==> src/sv/tensor_address_generator_defines.svh <==
// Assertion macros used by the tensor address generator RTL.
`ifndef TENSOR_ADDRESS_GENERATOR_DEFINES_SVH
`define TENSOR_ADDRESS_GENERATOR_DEFINES_SVH

// Same-cycle implication, checked out of reset.
`define TAG_ASSERT_IMP(lbl, ante, cons, msg) \
    lbl: assert property (@(posedge i_clk) disable iff (!i_rst_n) (ante) |-> (cons)) \
        else $error(msg);

// Next-cycle implication, checked out of reset.
`define TAG_ASSERT_NXT(lbl, ante, cons, msg) \
    lbl: assert property (@(posedge i_clk) disable iff (!i_rst_n) (ante) |=> (cons)) \
        else $error(msg);

`endif

==> src/sv/tag_pkg.sv <==
// Shared types, widths and register codes for the tensor address generator.
`default_nettype none

package tag_pkg;

    localparam int ADDR_BITS   = 22;
    localparam int COUNT_BITS  = 8;
    localparam int INDEX_BITS  = 32;
    localparam int LEVELS      = 4;
    localparam int CFG_IDX_BITS = 3;
    // Write data is as wide as the widest register
    localparam int CFG_DATA_BITS = (ADDR_BITS > COUNT_BITS) ? ADDR_BITS : COUNT_BITS;
    localparam int FLAG_BITS   = 3;

    // Stream payload widths, rounded up to whole bytes
    localparam int IN_TDATA_W  = ((ADDR_BITS + 7) / 8) * 8;
    localparam int OUT_TDATA_W = ((ADDR_BITS + INDEX_BITS + 7) / 8) * 8;

    typedef logic [ADDR_BITS-1:0]  t_addr;
    typedef logic [COUNT_BITS-1:0] t_count;
    typedef logic [INDEX_BITS-1:0] t_index;

    // Per-transfer control handed to every level cell
    typedef struct packed {
        logic start;    // start transfer accepted: reload from the start address
        logic adv;      // advance transfer accepted
    } t_cell_ctl;

    // Configuration register indexes
    localparam logic [CFG_IDX_BITS-1:0] REG_UNIT_COUNT   = 3'd0;
    localparam logic [CFG_IDX_BITS-1:0] REG_SLICE_COUNT  = 3'd1;
    localparam logic [CFG_IDX_BITS-1:0] REG_PLANE_COUNT  = 3'd2;
    localparam logic [CFG_IDX_BITS-1:0] REG_CUBE_COUNT   = 3'd3;
    localparam logic [CFG_IDX_BITS-1:0] REG_UNIT_STRIDE  = 3'd4;
    localparam logic [CFG_IDX_BITS-1:0] REG_SLICE_STRIDE = 3'd5;
    localparam logic [CFG_IDX_BITS-1:0] REG_PLANE_STRIDE = 3'd6;
    localparam logic [CFG_IDX_BITS-1:0] REG_CUBE_STRIDE  = 3'd7;

    // Reset values of the configuration registers
    localparam t_count RST_COUNT       = t_count'(1);
    localparam t_addr  RST_UNIT_STRIDE = t_addr'(1);
    localparam t_addr  RST_STRIDE      = '0;

    // Level counter is at its end when pos + 1 >= count
    function automatic logic at_end(input t_count pos, input t_count count);
        logic [COUNT_BITS:0] w_inc;
        w_inc = {1'b0, pos} + {{COUNT_BITS{1'b0}}, 1'b1};
        return w_inc >= {1'b0, count};
    endfunction

endpackage

`default_nettype wire

==> src/sv/tensor_address_generator.sv <==
// Top level: config registers, row of four level cells and output register.
// Latency: a result is valid on the cycle after its input transfer.
// Throughput: one item per cycle while the output is not stalled; the carry and
// reload chain through the four level cells is combinational.
// Reset (synchronous, active low): counts 1, unit stride 1, other strides 0,
// all counters, addresses, base and index cleared, output empty.
`default_nettype none

module tensor_address_generator (
    input  logic                                   i_clk,
    input  logic                                   i_rst_n,
    // Configuration write port
    input  logic                                   i_cfg_we,
    input  logic [tag_pkg::CFG_IDX_BITS-1:0]       i_cfg_addr,
    input  logic [tag_pkg::CFG_DATA_BITS-1:0]      i_cfg_wdata,
    // Input stream
    input  logic                                   i_s_axis_tvalid,
    output logic                                   o_s_axis_tready,
    input  logic [tag_pkg::IN_TDATA_W-1:0]         i_s_axis_tdata,  // start_addr
    input  logic                                   i_s_axis_tuser,  // mode
    // Output stream
    output logic                                   o_m_axis_tvalid,
    input  logic                                   i_m_axis_tready,
    output logic [tag_pkg::OUT_TDATA_W-1:0]        o_m_axis_tdata,  // addr, elem_index
    output logic [tag_pkg::FLAG_BITS-1:0]          o_m_axis_tuser,  // slice/plane/cube_end
    output logic                                   o_m_axis_tlast   // last
);
    import tag_pkg::*;

    `include "tensor_address_generator_defines.svh"

    // Configuration registers
    t_count r_count  [LEVELS];
    t_addr  r_stride [LEVELS];

    always_ff @(posedge i_clk) begin
        if (!i_rst_n) begin
            for (int k = 0; k < LEVELS; k++) begin
                r_count[k] <= RST_COUNT;
            end
            r_stride[0] <= RST_UNIT_STRIDE;
            r_stride[1] <= RST_STRIDE;
            r_stride[2] <= RST_STRIDE;
            r_stride[3] <= RST_STRIDE;
        end else if (i_cfg_we) begin
            case (i_cfg_addr)
                REG_UNIT_COUNT:   r_count[0]  <= i_cfg_wdata[COUNT_BITS-1:0];
                REG_SLICE_COUNT:  r_count[1]  <= i_cfg_wdata[COUNT_BITS-1:0];
                REG_PLANE_COUNT:  r_count[2]  <= i_cfg_wdata[COUNT_BITS-1:0];
                REG_CUBE_COUNT:   r_count[3]  <= i_cfg_wdata[COUNT_BITS-1:0];
                REG_UNIT_STRIDE:  r_stride[0] <= i_cfg_wdata[ADDR_BITS-1:0];
                REG_SLICE_STRIDE: r_stride[1] <= i_cfg_wdata[ADDR_BITS-1:0];
                REG_PLANE_STRIDE: r_stride[2] <= i_cfg_wdata[ADDR_BITS-1:0];
                REG_CUBE_STRIDE:  r_stride[3] <= i_cfg_wdata[ADDR_BITS-1:0];
                default: ;
            endcase
        end
    end

    // Input transfer decode
    logic      w_acc;
    t_addr     w_start_addr;
    t_cell_ctl w_ctl;
    logic      r_valid;

    assign o_s_axis_tready = !r_valid || i_m_axis_tready;
    assign w_acc           = i_s_axis_tvalid && o_s_axis_tready;
    assign w_start_addr    = i_s_axis_tdata[ADDR_BITS-1:0];
    assign w_ctl.start     = w_acc && i_s_axis_tuser;
    assign w_ctl.adv       = w_acc && !i_s_axis_tuser;

    // Base address of the current walk
    t_addr r_base;

    always_ff @(posedge i_clk) begin
        if (!i_rst_n) begin
            r_base <= '0;
        end else if (w_ctl.start) begin
            r_base <= w_start_addr;
        end
    end

    // Row of level cells: done chain runs upward, reload source runs downward
    logic  w_done     [LEVELS];
    logic  w_end_next [LEVELS];
    t_addr w_src      [LEVELS+1];
    t_addr w_addr_next[LEVELS];

    assign w_src[LEVELS] = w_ctl.start ? w_start_addr : r_base;

    for (genvar k = 0; k < LEVELS; k++) begin : g_cell
        logic  w_done_below;
        t_addr w_ofs;

        if (k == 0) begin : g_unit
            assign w_done_below = 1'b1;
            assign w_ofs        = '0;
        end else begin : g_outer
            assign w_done_below = w_done[k-1];
            assign w_ofs        = r_stride[k];
        end

        tag_level_cell u_cell (
            .i_clk        (i_clk),
            .i_rst_n      (i_rst_n),
            .i_ctl        (w_ctl),
            .i_count      (r_count[k]),
            .i_step       (r_stride[k]),
            .i_reload_ofs (w_ofs),
            .i_done_below (w_done_below),
            .i_src        (w_src[k+1]),
            .o_done       (w_done[k]),
            .o_src        (w_src[k]),
            .o_end_next   (w_end_next[k]),
            .o_addr_next  (w_addr_next[k])
        );
    end

    // Element index: cleared on start and on wrap, else incremented on advance
    t_index r_index;
    t_index n_index;
    logic   w_wrap;

    assign w_wrap = w_ctl.adv && w_done[LEVELS-1];

    always_comb begin
        n_index = r_index;
        if (w_ctl.start || w_wrap) begin
            n_index = '0;
        end else if (w_ctl.adv) begin
            n_index = r_index + t_index'(1);
        end
    end

    always_ff @(posedge i_clk) begin
        if (!i_rst_n) begin
            r_index <= '0;
        end else begin
            r_index <= n_index;
        end
    end

    // End flags after the transfer
    logic w_se, w_pe, w_ce, w_la;

    assign w_se = w_end_next[0];
    assign w_pe = w_se && w_end_next[1];
    assign w_ce = w_pe && w_end_next[2];
    assign w_la = w_ce && w_end_next[3];

    // Output register
    t_addr                r_out_addr;
    t_index               r_out_index;
    logic [FLAG_BITS-1:0] r_out_flags;
    logic                 r_out_last;

    always_ff @(posedge i_clk) begin
        if (!i_rst_n) begin
            r_valid <= 1'b0;
        end else if (w_acc) begin
            r_valid <= 1'b1;
        end else if (i_m_axis_tready) begin
            r_valid <= 1'b0;
        end
    end

    always_ff @(posedge i_clk) begin
        if (w_acc) begin
            r_out_addr  <= w_addr_next[0];
            r_out_index <= n_index;
            r_out_flags <= {w_ce, w_pe, w_se};
            r_out_last  <= w_la;
        end
    end

    assign o_m_axis_tvalid = r_valid;
    assign o_m_axis_tdata  = OUT_TDATA_W'({r_out_index, r_out_addr});
    assign o_m_axis_tuser  = r_out_flags;
    assign o_m_axis_tlast  = r_out_last;

    // Checks
    `TAG_ASSERT_IMP(a_last_in_cube, r_valid && r_out_last, r_out_flags[2],
        "last item not flagged as cube end")
    `TAG_ASSERT_IMP(a_cube_in_plane, r_valid && r_out_flags[2], r_out_flags[1],
        "cube end without plane end")
    `TAG_ASSERT_IMP(a_plane_in_slice, r_valid && r_out_flags[1], r_out_flags[0],
        "plane end without slice end")
    `TAG_ASSERT_NXT(a_start_result, w_ctl.start,
        (r_out_index == '0) && (r_out_addr == $past(w_start_addr)),
        "start item did not emit base address with index zero")

endmodule

`default_nettype wire

==> src/sv/tag_level_cell.sv <==
// One level of the walk: position counter plus running start address.
`default_nettype none

module tag_level_cell (
    input  logic               i_clk,
    input  logic               i_rst_n,
    input  tag_pkg::t_cell_ctl i_ctl,
    input  tag_pkg::t_count    i_count,       // positions at this level
    input  tag_pkg::t_addr     i_step,        // added when this level steps
    input  tag_pkg::t_addr     i_reload_ofs,  // added to the source on reload
    input  logic               i_done_below,  // all lower levels at their end
    input  tag_pkg::t_addr     i_src,         // reload source from the level above
    output logic               o_done,        // this and all lower levels at end
    output tag_pkg::t_addr     o_src,         // reload source for the level below
    output logic               o_end_next,    // at end after this transfer
    output tag_pkg::t_addr     o_addr_next
);
    import tag_pkg::*;

    t_count r_pos;
    t_count n_pos;
    t_addr  r_addr;
    t_addr  n_addr;
    logic   w_at_end;
    logic   w_step;
    logic   w_reload;

    assign w_at_end = at_end(r_pos, i_count);
    assign w_step   = i_ctl.adv && i_done_below && !w_at_end;
    assign w_reload = i_ctl.start || (i_ctl.adv && i_done_below && w_at_end);

    assign o_done = i_done_below && w_at_end;
    // Stepping level hands its old start address down to the lower levels
    assign o_src  = w_step ? r_addr : i_src;

    // Next position and address
    always_comb begin
        n_pos  = r_pos;
        n_addr = r_addr;
        if (w_reload) begin
            n_pos  = '0;
            n_addr = i_src + i_reload_ofs;
        end else if (w_step) begin
            n_pos  = r_pos + t_count'(1);
            n_addr = r_addr + i_step;
        end
    end

    assign o_end_next  = at_end(n_pos, i_count);
    assign o_addr_next = n_addr;

    always_ff @(posedge i_clk) begin
        if (!i_rst_n) begin
            r_pos  <= '0;
            r_addr <= '0;
        end else begin
            r_pos  <= n_pos;
            r_addr <= n_addr;
        end
    end

endmodule

`default_nettype wire

==> config.mk <==
export PLATFORM = sky130hd
export DESIGN_NAME = tensor_address_generator
export DESIGN_NICKNAME = d
export VERILOG_FILES = /design/src/sv/tag_pkg.sv /design/src/sv/tensor_address_generator.sv /design/src/sv/tag_level_cell.sv
export VERILOG_INCLUDE_DIRS = /design/src /design/src/sv
export SDC_FILE = /design/constraint.sdc
export NUM_CORES = 1
export LEC_CHECK = 0
export ABC_AREA = 1
export BUFFER_PORTS_ARGS = -buffer_cell sky130_fd_sc_hd__buf_4
export CAP_MARGIN = 15
export CORE_MARGIN = 3
export CORE_UTILIZATION = 46
export CTS_BUF_LIST = sky130_fd_sc_hd__clkbuf_8
export CTS_CLUSTER_SIZE = 8
export DETAILED_ROUTE_END_ITERATION = 12
export PLACE_DENSITY = 0.72
export SLEW_MARGIN = 20
export SYNTH_ARGS = -nofsm -noshare
export SYNTH_HDL_FRONTEND = slang
export SYNTH_SLANG_ARGS = --single-unit
==> constraint.sdc <==
create_clock -name i_clk -period 5.3 [get_ports i_clk]
set_input_delay 0.795 -clock i_clk [delete_from_list [all_inputs] [get_ports i_clk]]
set_output_delay 0.795 -clock i_clk [all_outputs]
set_load 0.03 [all_outputs]
==> metrics.md, run 1 <==
| Metric | Value |
|---|---|
| Max-slew violation count | 0 |
| Synth top area cells | edfxtp_1, dfxtp_1, ha_1 |
| Synthesis Warnings | 0 |
| Critical Path Most Common Cell | nand2_1 |
| Fmax | 198 MHz |
| Setup violators final | 0 |
| Largest family of logic cells by synthesized area | simple AND/OR/NAND/NOR gates |
| Crit Path Max Fanout | 14 |
| Worst skew pair latency | 0.67 ns |
| GRT Util Overall | 0.232 |
| Pin count of the biggest net entering global routing | 75 |
| Initial Utilization | 0.466 |
| Clock sink count | 353 |
| 1st-iter DRT viols | 1560 |
| Die span in y | 221 µm |
| Ratio of cells with drive above 1 in the final layout | 0.138 |
| CP peak stage delay | 0.38 ns |
| Startpoint Class | flop |
| Post-synthesis mux area share | 0.00944 |
| Mapped Cells | 2644 |
| Crit Path Class | reg2reg |
| EDFF count, synth | 178 |
| # rows | 78 |
| Worst Path Arrival | 5.58 ns |
| Register-to-Register Path Depth | 31 |
| Number of vias per cell | 5.39 |
| Clk slew on worst S/H paths | 0.06 ns |
| Cell taking the most area after synthesis | edfxtp_1 |
| Area Overhead vs Synth | 16.2% |
| Max Clock Skew | 0.0272 ns |
| Status | completed |
| Total power | 7110 µW |
| IO Port Bufs | 112 |
| Fill cells | 4262 |
| GP Congestion | 0.943 |
| Xor-xnor portion of the synthesized cell area | 0.0533 |
| Synth Area in Simple Gates | 0.216 |
| Clock buffer depth | 3 |
| Compound-gate portion of the synthesized area | 0.138 |
| Power density over the cells | 288 nW/µm² |
| Die area | 48700 µm² |
| Vias in the first global route | 18.0k |
| FFs w/ async S/R, synth | 0 |
| Synth cell count leaders | nand2_1, nor2_1, inv_1 |
| Crit path time final | 5.05 ns |
| CTS Buf Count | 61 |
| Sequential-to-total area share from yosys stat | 0.417 |
| Top FF cell, synth | edfxtp_1 |
| Post-Syn Area | 21200 µm² |
| Tcrit/Tclk final | 0.954 |
| Grt total ovfl | 0 |
| Inserted Diodes | 0 |
| CP endpoint kind | flop |
| Drt pass-1 iters | 7 |
| Synth Register Bits | 353 |
| DP HPWL | 41700 µm |
| Die X | 221 µm |
| Nets | 3040 |
| Max-cap violations | 0 |
| Clock root cell | clkbuf_8 |
| HP Class | in2reg |
| LEAKAGE | 0.0114 µW |
| Worst endpoint required time | 5.82 ns |
| Synth top area share | 0.252 |
| Routed WL per cell | 16.5 µm |
| Max VDD drop | 188 µV |
| Worst slew pin tran | 1.05 ns |
| TritonCTS clock tree | yes |
| Adder-Cell Fraction of Synth Area | 0.0964 |
| Synth Area per Inst | 8.02 µm² |
| Io pins | 117 |
| Final Hold Vio Count | 0 |
| Core ar. | 45500 µm² |
| Max-slew headroom | 0.296 |
| Cell with the most instances after synthesis | nand2_1 |
| Drc violations | 0 |
| Hold path depth | 3 |
| DRT antenna net count | 0 |
| Global-route wire length before repair | 90800 µm |
| Count of cell types in the netlist | 58 |
| Critical path's slowest cell | o21ai_1 |
| Final wirelength | 57500 µm |
| TNS Setup | 0 ns |
| H-tree levels | 2 |
| Via count | 18.7k |
| Antenna violations before repair | 1 |
==> final cells by class <==
class / count / area, µm² / area share
inverter: 281 / 1070 / 0.0432
clock inverter: 43 / 253 / 0.0103
timing repair buffer: 207 / 1630 / 0.0663
tap: 600 / 751 / 0.0305
multi-input combinational: 1920 / 11100 / 0.451
clock buffer: 72 / 991 / 0.0402
sequential: 353 / 8850 / 0.359
==> report_power, final <==
part	internal (µW)	switching, µW
Sequential	3050	83.8
Clock	1370	1170
Combinational	537	893
Total	4960	2150
==> placed cells by master (no fill, tap or decap), types with 13 or more instances in the layout <==
cell type and instances:
nor2_1 324, ha_1 156, a21oi_1 187, edfxtp_1 178
mux2i_1 20, o21bai_1 15, xor2_1 79, o21ai_2 13
nor4_1 19, inv_1 297, nand2_1 483, dfxtp_1 175
nor3_1 56, o21ai_1 28, buf_4 197, nor2_2 13
o211ai_1 23, o21ai_0 207, xnor2_1 47, clkbuf_8 72
nand3_1 94, nand4_1 24
==> kinds of logic (layout without fill, tap and decap cells) <==
logic type / after synthesis / after routing
other: 1 / 2
AND/OR/NAND/NOR: 1070 / 1071
buffers and inverters: 373 / 603
XOR/XNOR: 129 / 129
AO/OA/AOI/OAI: 537 / 537
flip-flops: 353 / 353
adder cells (fa/ha/maj): 161 / 161
multiplexers: 20 / 20
==> what timing repair did <==
item,in CTS,in global routing
gates resized for setup,0,72
hold buffers,0,0
endpoints found under the setup margin,0,28
buffers inserted,0,13
==> critical path, delay by kind of cell, from the launching register on <==
kind | cells | cell delay, ns
AOI/OAI and AO/OA | 11 | 1.94
xor gates and xnor gates | 1 | 0.16
adders and majority gates | 3 | 0.83
buffers and inverters | 2 | 0.15
DFF | 1 | 0.34
and+or+nand+nor | 14 | 1.51
==> state kept, by name, indices dropped and copies added (netlist names) <==
signal / count
r_out_addr: 22
r_count: 32
r_stride: 88
o_m_axis_tlast: 1
g_cell.u_cell.r_pos: 32
o_m_axis_tuser: 3
o_m_axis_tvalid: 1
r_base: 22
r_out_index: 32
g_cell.u_cell.r_addr: 88
r_index: 32
==> through the flow <==
step | area, µm² | hold slack (ns) | setup slack [ns] | std cells | util
floorplan | 21200 | 0.445 | 0.532 | 2645 | -
global placement | 23000 | 0.462 | 0.215 | 3347 | 0.507
detailed placement | 23000 | 0.467 | 0.0962 | 3347 | 0.507
global route | 24600 | 0.394 | -0.0700 | 3476 | 0.542
CTS | 24300 | 0.373 | 0.101 | 3462 | 0.534
finish | 24600 | 0.423 | 0.246 | 3476 | 0.542
==> routing by layer <==
metal  GRT usage  routed length (µm)  vias to the layer above
li1            -                   -                     9262
met2       0.398               27200                      562
met3      0.0363                3030                      152
met1       0.292               24700                     8744
met4      0.0985                2500                        2
met5           0                   9                        -
==> worst paths after layout <==
path / startpoint / to / slack [ns]
worst min register to register: g_cell[2].u_cell.r_addr[0] / g_cell[2].u_cell.r_addr[0] / 0.48
worst max register to register: g_cell[2].u_cell.r_pos[0] / g_cell[1].u_cell.r_addr[16] / 0.25
worst max-delay path: g_cell[2].u_cell.r_pos[0] / g_cell[1].u_cell.r_addr[16] / 0.25
worst min-delay path: i_s_axis_tdata[13] / r_base[13] / 0.42
No activity file was read; power rests on OpenSTA's default activity.
==> run 2, diff against run 1 <==
--- a/config.mk
+++ b/config.mk
@@ -15,6 +15,7 @@
 export CTS_CLUSTER_SIZE = 8
 export DETAILED_ROUTE_END_ITERATION = 12
 export PLACE_DENSITY = 0.72
+export RECOVER_POWER = 100
 export SLEW_MARGIN = 20
 export SYNTH_ARGS = -nofsm -noshare
 export SYNTH_HDL_FRONTEND = slang
==> metrics.md, run 2 (synthesis gave the netlist of run 1 again) <==
| Metric | Value |
|---|---|
| TNS Setup | 0 ns |
| # rows | 78 |
| GP Congestion | 0.943 |
| Hold path endpoint | r_base[13] |
| Number of vias per cell | 5.37 |
| Die X | 221 µm |
| Final wirelength | 57500 µm |
| Antenna violations before repair | 1 |
| Cell count after placement | 3347 |
| Max Clock Skew | 0.0266 ns |
| Setup violators final | 0 |
| GRT Util Overall | 0.232 |
| Buf/Inv on CP | 2 |
| DRT antenna net count | 0 |
| Initial Utilization | 0.466 |
| Hold path depth | 3 |
| Crit Path Class | reg2reg |
| Post-Place Setup Slack | 0.0962 ns |
| Via count | 18.7k |
| Reg2reg end | g_cell[1].u_cell.r_addr[16] |
| Io pins | 117 |
| Layout Cells excl Fill | 3476 |
| Final Hold Vio Count | 0 |
| Core ar. | 45500 µm² |
| Die area | 48700 µm² |
| Max-slew headroom | -1.37 |
| Global-route wire length before repair | 90800 µm |
| Tcrit/Tclk final | 0.951 |
| Critical Path Most Common Cell | nand2_1 |
| Crit Path Max Fanout | 14 |
| Drt pass-1 iters | 6 |
| Crit path time final | 5.04 ns |
| Critical path's slowest cell | o21ai_1 |
| 1st-iter DRT viols | 1453 |
| H-tree levels | 2 |
| Register-to-Register Path Depth | 31 |
| LEAKAGE | 0.0112 µW |
| Critical Path Start | g_cell[2].u_cell.r_pos[0] |
| Grt total ovfl | 0 |
| Max-cap violations | 2 |
| Clk slew on worst S/H paths | 0.07 ns |
| Startpoint Class | flop |
| Routed WL per cell | 16.5 µm |
| Combinational Power Share | 0.198 |
| Critical R2R Launch | g_cell[2].u_cell.r_pos[0] |
| Largest registers | g_cell.u_cell.r_addr x88, r_stride x88 |
| Clock buffer depth | 3 |
| Worst endpoint required time | 5.83 ns |
| Seq pwr share | 0.443 |
| Max VDD drop | 188 µV |
| Worst Path Arrival | 5.57 ns |
| Status | complete, but fails checks |
| Drc violations | 0 |
| Vias in the first global route | 18.0k |
| Worst skew pair latency | 0.67 ns |
| Clock root cell | clkbuf_8 |
| Most frequent cells in the layout | nand2_1, nor2_1, inv_1 |
| Max-slew violation count | 135 |
| Fmax | 198 MHz |
| Switch share | 0.303 |
| IO Port Bufs | 112 |
| Power density over the cells | 290 nW/µm² |
| CTS hold repair buffers | 0 |
| Reg2Reg Setup Slack | 0.26 ns |
| CTS Buf Count | 61 |
| Most common cell after layout, fill and taps aside | nand2_1 |
| Crit path max-delay family | compound AO/OA/AOI/OAI gates |
| DP HPWL | 41700 µm |
| Area Overhead vs Synth | 15.1% |
| Worst slew pin tran | 3.55 ns |
| Setup WS post-layout | 0.260 ns |
| Clock sink count | 353 |
| Hold_sp | i_s_axis_tdata[13] |
| Nets | 3040 |
| Clk pwr share | 0.360 |
| Ratio of cells with drive above 1 in the final layout | 0.115 |
| Inserted Diodes | 0 |
| CP peak stage delay | 0.38 ns |
| Die span in y | 221 µm |
| Pin count of the biggest net entering global routing | 75 |
| TritonCTS clock tree | yes |
| Psw | 2150 µW |
| Pint | 4940 µW |
| CP endpoint kind | flop |
| Failing checks | capacitance limit, slew limit |
| HP Class | in2reg |
run 2: cell types whose count changed in the layout (fill, tap and decap cells not counted), sizes merged:
cell and change:
buf -64, clkbuf +64, clkinv +1, inv -1
run 2: worst max path at each step:
stage / to / cells after the start
2_1_floorplan: g_cell[3].u_cell.r_addr[16] / 31
3_3_place_gp: g_cell[1].u_cell.r_addr[17] / 31
3_5_place_dp: g_cell[3].u_cell.r_addr[16] / 32
4_1_cts: g_cell[1].u_cell.r_addr[17] / 31
5_1_grt: o_m_axis_tuser[1] / 29
6_report: g_cell[1].u_cell.r_addr[16] / 31
run 2: layout make-up:
type	count	area (µm²)
flip-flops and latches	353	8850
well taps	600	751
clock inverters	43	253
repair buffers	207	1400
fillers	4331	21100
inverters	281	1070
multi-input cells	1920	11100
clock buffers	72	991
run 2: per-layer routing:
layer  global-route usage  wire (µm)
met1                0.292      24900
met2                0.398      27100
met3               0.0363       2860
met4               0.0985       2580
met5                    0          9
run 2: power by group through the flow:
stage	Sequential [µW]	Clock [µW]	Combinational [µW]
detailed placement	3190	0	1380
global placement	3180	0	1350
global route	3150	2730	1560
finish	3140	2550	1400
floorplan	3230	0	880
CTS	3130	2600	1390
run 2: repair_timing:
item / CTS / global route
resized for setup: 0 / 72
endpoints found under the setup margin: 0 / 28
buffers inserted: 0 / 13
run 2: worst min-delay path: stages:
cell     delay, ns
buf_4         0.08
mux2i_1       0.09
nor2_1        0.09
run 2: through the flow:
step / util / power (µW) / cell area, µm² / hold WS, ns
floorplan: - / 4120 / 21200 / 0.445
global placement: 0.507 / 4530 / 23000 / 0.462
detailed placement: 0.507 / 4570 / 23000 / 0.467
CTS: 0.534 / 7120 / 24300 / 0.373
global route: 0.537 / 7440 / 24400 / 0.394
finish: 0.537 / 7090 / 24400 / 0.422
